===== src/rtl/qsmv_pkg.sv =====
// Package for the quasi-stationary matrix-vector unit.
// Holds payload and control structs, action, region and configuration index codes and size constants.
// No dependencies.
`timescale 1ns / 1ps

package qsmv_pkg;

  localparam int MAX_ROWS   = 1024;
  localparam int MAX_CORNER = 8;
  localparam int MAX_BAND   = 16;
  localparam int VALUE_BITS = 24;
  localparam int COEF_BITS  = 18;
  localparam int FRAC       = 16;
  localparam int ACC_BITS   = 48;

  localparam logic [2:0] ACT_LCORNER = 3'd0;
  localparam logic [2:0] ACT_RCORNER = 3'd1;
  localparam logic [2:0] ACT_LBAND   = 3'd2;
  localparam logic [2:0] ACT_RBAND   = 3'd3;
  localparam logic [2:0] ACT_CLEAR   = 3'd4;
  localparam logic [2:0] ACT_XELEM   = 3'd5;
  localparam logic [2:0] ACT_READ    = 3'd6;

  localparam logic [1:0] REG_LCORNER = 2'd0;
  localparam logic [1:0] REG_LBAND   = 2'd1;
  localparam logic [1:0] REG_RBAND   = 2'd2;
  localparam logic [1:0] REG_RCORNER = 2'd3;

  localparam logic [2:0] CFG_ROW_COUNT   = 3'd0;
  localparam logic [2:0] CFG_COL_COUNT   = 3'd1;
  localparam logic [2:0] CFG_CORNER_DIMS = 3'd2;
  localparam logic [2:0] CFG_BAND_GEOM   = 3'd3;
  localparam logic [2:0] CFG_SCALE       = 3'd4;
  localparam logic [2:0] CFG_INPUT_BASE  = 3'd5;
  localparam logic [2:0] CFG_OUTPUT_BASE = 3'd6;

  typedef struct packed {
    logic [2:0]                    action;
    logic [9:0]                    row_index;
    logic [15:0]                   col_index;
    logic signed [VALUE_BITS-1:0]  value;
  } in_item_t;

  typedef struct packed {
    logic [15:0]                   position;
    logic signed [VALUE_BITS-1:0]  result_value;
    logic                          saturated;
  } out_item_t;

  typedef struct packed {
    logic       load;
    logic       clr_we;
    logic       coef_rd;
    logic       mac_we;
    logic       out_load;
    logic [1:0] region;
    logic [4:0] k;
  } qsmv_cmd_t;

  typedef struct packed {
    logic       reg_active;
    logic [4:0] reg_count;
    logic       clr_done;
    logic       out_free;
  } qsmv_status_t;

endpackage


===== src/rtl/qsmv_ctrl.sv =====
// Controller state machine of the quasi-stationary matrix-vector unit.
// Sequences clears, per-row multiply-accumulates and reads; uses qsmv_pkg.
`timescale 1ns / 1ps

module qsmv_ctrl (
  input  logic                    clk_i,
  input  logic                    rst_ni,
  input  logic                    in_valid_i,
  input  logic [2:0]              in_action_i,
  output logic                    in_stall_o,
  input  qsmv_pkg::qsmv_status_t  status_i,
  output qsmv_pkg::qsmv_cmd_t     cmd_o
);

  localparam logic [3:0] S_IDLE    = 4'd0;
  localparam logic [3:0] S_CLEAR   = 4'd1;
  localparam logic [3:0] S_REGION  = 4'd2;
  localparam logic [3:0] S_COEF    = 4'd3;
  localparam logic [3:0] S_MUL1    = 4'd4;
  localparam logic [3:0] S_MUL2    = 4'd5;
  localparam logic [3:0] S_ACC     = 4'd6;
  localparam logic [3:0] S_RD_WAIT = 4'd7;
  localparam logic [3:0] S_RD_OUT  = 4'd8;

  logic [3:0] state_q, state_d;
  logic [1:0] region_q, region_d;
  logic [4:0] k_q, k_d;
  logic       accept;

  assign in_stall_o = (state_q != S_IDLE);
  assign accept     = in_valid_i && (state_q == S_IDLE);

  always_comb begin
    state_d  = state_q;
    region_d = region_q;
    k_d      = k_q;
    cmd_o    = '0;
    unique case (state_q)
      S_IDLE: begin
        if (accept) begin
          cmd_o.load = 1'b1;
          priority case (in_action_i)
            qsmv_pkg::ACT_CLEAR: state_d = S_CLEAR;
            qsmv_pkg::ACT_XELEM: begin
              region_d = qsmv_pkg::REG_LCORNER;
              state_d  = S_REGION;
            end
            qsmv_pkg::ACT_READ: state_d = S_RD_WAIT;
            default: state_d = S_IDLE;
          endcase
        end
      end
      S_CLEAR: begin
        cmd_o.clr_we = 1'b1;
        if (status_i.clr_done) state_d = S_IDLE;
      end
      S_REGION: begin
        if (status_i.reg_active && status_i.reg_count != 5'd0) begin
          k_d     = 5'd0;
          state_d = S_COEF;
        end else if (region_q == qsmv_pkg::REG_RCORNER) begin
          state_d = S_IDLE;
        end else begin
          region_d = region_q + 2'd1;
        end
      end
      S_COEF: begin
        cmd_o.coef_rd = 1'b1;
        state_d       = S_MUL1;
      end
      S_MUL1: state_d = S_MUL2;
      S_MUL2: state_d = S_ACC;
      S_ACC: begin
        cmd_o.mac_we = 1'b1;
        if (k_q + 5'd1 == status_i.reg_count) begin
          if (region_q == qsmv_pkg::REG_RCORNER) begin
            state_d = S_IDLE;
          end else begin
            region_d = region_q + 2'd1;
            state_d  = S_REGION;
          end
        end else begin
          k_d     = k_q + 5'd1;
          state_d = S_COEF;
        end
      end
      S_RD_WAIT: state_d = S_RD_OUT;
      S_RD_OUT: begin
        if (status_i.out_free) begin
          cmd_o.out_load = 1'b1;
          state_d        = S_IDLE;
        end
      end
      default: state_d = S_IDLE;
    endcase
    cmd_o.region = region_q;
    cmd_o.k      = k_q;
  end

  always_ff @(posedge clk_i or negedge rst_ni) begin
    if (!rst_ni) begin
      state_q  <= S_IDLE;
      region_q <= 2'd0;
      k_q      <= 5'd0;
    end else begin
      state_q  <= state_d;
      region_q <= region_d;
      k_q      <= k_d;
    end
  end

endmodule


===== config.mk =====
export PLATFORM = sky130hd
export DESIGN_NAME = qsmv_ctrl
export DESIGN_NICKNAME = d
export VERILOG_FILES = /design/src/rtl/qsmv_pkg.sv /design/src/rtl/qsmv_ctrl.sv
export SDC_FILE = /design/constraint.sdc
export NUM_CORES = 1
export LEC_CHECK = 0
export ABC_AREA = 1
export BUFFER_PORTS_ARGS = -buffer_cell sky130_fd_sc_hd__clkbuf_2
export CAP_MARGIN = 30
export CORE_UTILIZATION = 40
export CTS_CLUSTER_DIAMETER = 50
export DETAILED_ROUTE_END_ITERATION = 16
export GPL_ROUTABILITY_DRIVEN = 0
export SYNTH_ARGS = -nofsm -noshare
export SYNTH_HDL_FRONTEND = slang
export SYNTH_SLANG_ARGS = --single-unit
export TNS_END_PERCENT = 50

===== constraint.sdc =====
create_clock -name clk_i -period 1.9 [get_ports clk_i]
set_input_delay 0.095 -clock clk_i [delete_from_list [all_inputs] [get_ports clk_i]]
set_output_delay 0.095 -clock clk_i [all_outputs]
set_load 0.02 [all_outputs]

==> PnR_summary.wiki <==
{| class="wikitable"
! Metric !! Value
|-
| Cells taking the most area after synthesis || sky130_fd_sc_hd__dfrtp_1 30%, sky130_fd_sc_hd__nand2_1 17%, sky130_fd_sc_hd__nand3_1 8.8%, sky130_fd_sc_hd__inv_1 7.8%, sky130_fd_sc_hd__nor2_1 6.6%
|-
| Post-synthesis cell type with the largest combined area || sky130_fd_sc_hd__dfrtp_1
|-
| Achievable clock frequency || 583.8 MHz
|-
| Drt total wl || 2159 um
|-
| Finished Core Util || 0.5382
|-
| Cell chosen for the clock root || sky130_fd_sc_hd__clkbuf_4
|-
| Delay of the slowest cell on the worst path || 420 ps
|-
| DRC violation total after the first TritonRoute iteration || 28
|-
| Number of port buffers || 26
|-
| Power density over the cells || 1069 mW/mm2
|-
| CP Data Required Time || 2060 ps
|-
| Synth async-reset ratio || 1.000
|-
| Post-Place Setup Slack || 175.3 ps
|-
| Clock buffer depth || 2
|-
| Count of nets after finishing || 189
|-
| Category of the worst setup path launch point || flip-flop
|-
| Status || finished, final reports clean
|-
| Skew final || 8.143 ps
|-
| Hold bufs inserted after CTS || 1
|-
| Total die area || 0.002479 mm2
|-
| Most used cell along the critical path || sky130_fd_sc_hd__nand2_1
|-
| Ratio of cells with drive above 1 in the final layout || 0.2791
|-
| Post-DR wirelength/cell || 10.85 um
|-
| Clock Sinks || 11
|-
| Tightest Hold Check Type || input port to flip-flop
|-
| FILL cells || 227
|-
| Core area || 0.002062 mm2
|-
| TritonCTS clock tree || built
|-
| Pins over their slew limit || 0
|-
| WS Path Type || flip-flop to flip-flop
|-
| Initial standard-cell utilization of the core || 0.4430
|-
| Worst Hold Launch || status_i[1]
|-
| Initial antenna violation count || 0
|-
| Synthesis Warnings || 0
|-
| GRT Util Overall || 0.1981
|-
| Slew at the pin with the worst max-slew slack || 401.4 ps
|-
| Area growth syn-to-layout || 21.51%
|-
| Critical path data arrival time || 1870 ps
|-
| RSZ-0062 raised after global routing || no
|-
| Die height || 49.79 um
|-
| Synthesized netlist net count || 157
|-
| Sum Neg Setup Slack || 0 ps
|-
| Sort of element at the end of the critical path || flip-flop
|-
| Highest net fanout along the worst path || 10
|-
| Number of H-tree branching levels || 1
|-
| Critical-path cell list || ha_1 -> inv_1 -> nand2_1 -> nand2_1 -> nor2_1 -> nand3_1 -> nor2_2 -> nand3_4 -> nand2_4 -> nand2_1 -> nand2_1 -> nand2_1
|-
| Proportion of synthesized chip area in sequential cells || 0.3014
|-
| Flop and latch count out of synthesis || 11
|-
| Via density per instance || 5.030
|-
| Final number of setup-violating endpoints || 0
|-
| Number of placement rows || 16
|-
| Crit Reg-Reg Startpoint || k_q[1]$_DFFE_PN0P_
|-
| Commonest cells post-synth || 41 x sky130_fd_sc_hd__nand2_1, 19 x sky130_fd_sc_hd__inv_1, 16 x sky130_fd_sc_hd__nand3_1, 16 x sky130_fd_sc_hd__nor2_1, 11 x sky130_fd_sc_hd__dfrtp_1
|-
| Via total after detailed routing || 1,001
|-
| Pwr Total || 0.001187 W
|-
| Crit path launch || k_q[1]$_DFFE_PN0P_
|-
| Mapped Cells || 141
|-
| Share of the cycle needed by the critical path after routing || 0.9015
|-
| Least setup slack across all paths after layout || 187.1 ps
|-
| Antenna fix cells || 0
|-
| Cell with the largest stage delay on the worst path || sky130_fd_sc_hd__dfrtp_1
|-
| Maximum number of pins on one net before global-route repair || 12
|-
| Synthesized area || 913.4 um2
|-
| CTS clk-pin slew, worst paths || 70 ps
|-
| Dominant synthesized flop cell || sky130_fd_sc_hd__dfrtp_1
|-
| Wire length of the first global-routing pass || 3657 um
|-
| CTS Buf Count || 3
|-
| Per-instance average area after synthesis || 6.478 um2
|-
| Number of enable-type register cells in the synthesized netlist || 0
|-
| Placed wire-length estimate after detailed placement || 1735 um
|-
| Static Leakage || 0.6431 nW
|-
| Final Hold Viols || 0
|-
| Number of buffers inserted by post-CTS setup repair || 0
|-
| Post-CTS Resized || 0
|-
| Die W || 49.79 um
|-
| Max transition margin || 0.7315
|-
| Final antenna-violating net count || 0
|-
| Max-cap viol count || 0
|-
| Worst vdd ir || 0.6091 mV
|-
| Synth top area share || 0.3014
|-
| Number of global-route vias before repair || 864
|-
| Source-to-sink clock delay at the later pin of the worst-skew pair || 270 ps
|-
| Num ports || 27
|-
| GR Overflow Total || 0
|-
| First-pass DRT Iterations || 5
|-
| Leading cell type by number of instances after synthesis || sky130_fd_sc_hd__nand2_1
|-
| # DRC || 0
|-
| Unique cell type count in the Yosys netlist || 21
|-
| Shortest period the worst path allows || 1713 ps
|}
## metrics by stage
stage / instances / instance area (um2) / hold slack [ps]
global route: 199 / 1110 / 71.66
global placement: 194 / 1074 / -11.13
CTS: 199 / 1110 / 79.99
finish: 199 / 1110 / 80.38
detailed placement: 194 / 1074 / -5.025
floorplan: 141 / 913.4 / -200.6
## sequential cells by signal (all words and copies together) (netlist names)
signal / flops
region_q: 2
state_q: 4
k_q: 5
## final cells by class
cell class / count / area [um2] / share of cell area
Sequential cell: 11 / 275.3 / 0.2480
Inverter: 26 / 97.59 / 0.08794
Tap cell: 27 / 33.78 / 0.03044
Timing Repair Buffer: 28 / 147.6 / 0.1330
Clock buffer: 4 / 26.28 / 0.02368
Multi-Input combinational cell: 103 / 529.3 / 0.4769
## cells by family (layout without fill, tap and decap cells)
logic type | after synthesis | after routing | share of synthesized area
AOI/OAI and AO/OA | 5 | 5 | 0.03835
DFF | 11 | 11 | 0.3014
and+or+nand+nor | 96 | 96 | 0.5137
buffers and inverters | 27 | 58 | 0.1192
adders and majority gates | 2 | 2 | 0.02739
## worst max-delay path, delay by kind of cell (launching register included)
kind                     cells  cell delay (ps)
adder cells (fa/ha/maj)      1              330
AND/OR/NAND/NOR             10              830
buffers and inverters        1               40
flip-flops                   1              420
## worst paths after layout
check	slack, ps	depth (start not counted)	end
worst min register to register	500	2	region_q[1]$_DFFE_PN0P_
worst max register to register	190	12	state_q[1]$_DFFE_PN0P_
worst max-delay path	190	12	state_q[1]$_DFFE_PN0P_
max in group asynchronous	1420	2	k_q[2]$_DFFE_PN0P_
worst min-delay path	80	4	state_q[0]$_DFFE_PN0P_
min in group asynchronous	250	2	state_q[3]$_DFFE_PN0P_
## cell usage in the layout (no fill, tap or decap), drive strengths merged, types with 2 or more instances in the layout
master / instances
ha: 2
nand3: 17
nor2: 20
nand4: 9
clkbuf: 30
nand2: 45
dfrtp: 11
inv: 26
nor3: 5
## power by group
group | internal, W | total (W) | switching, W
Sequential | 0.000288 | 0.000353 | 0.0000653
Combinational | 0.000228 | 0.000675 | 0.000447
Clock | 0.0000812 | 0.000158 | 0.0000771
## routing by layer
layer | part of all wire | vias to the layer above | global-route usage
met3 | 0.048 | 6 | 0.02469
li1 | - | 510 | -
met2 | 0.48 | 37 | 0.3559
met1 | 0.45 | 448 | 0.2267
met4 | 0.019 | 0 | 0.1000
met5 | 0 | - | 0
Power figures use the tool's default switching activity.
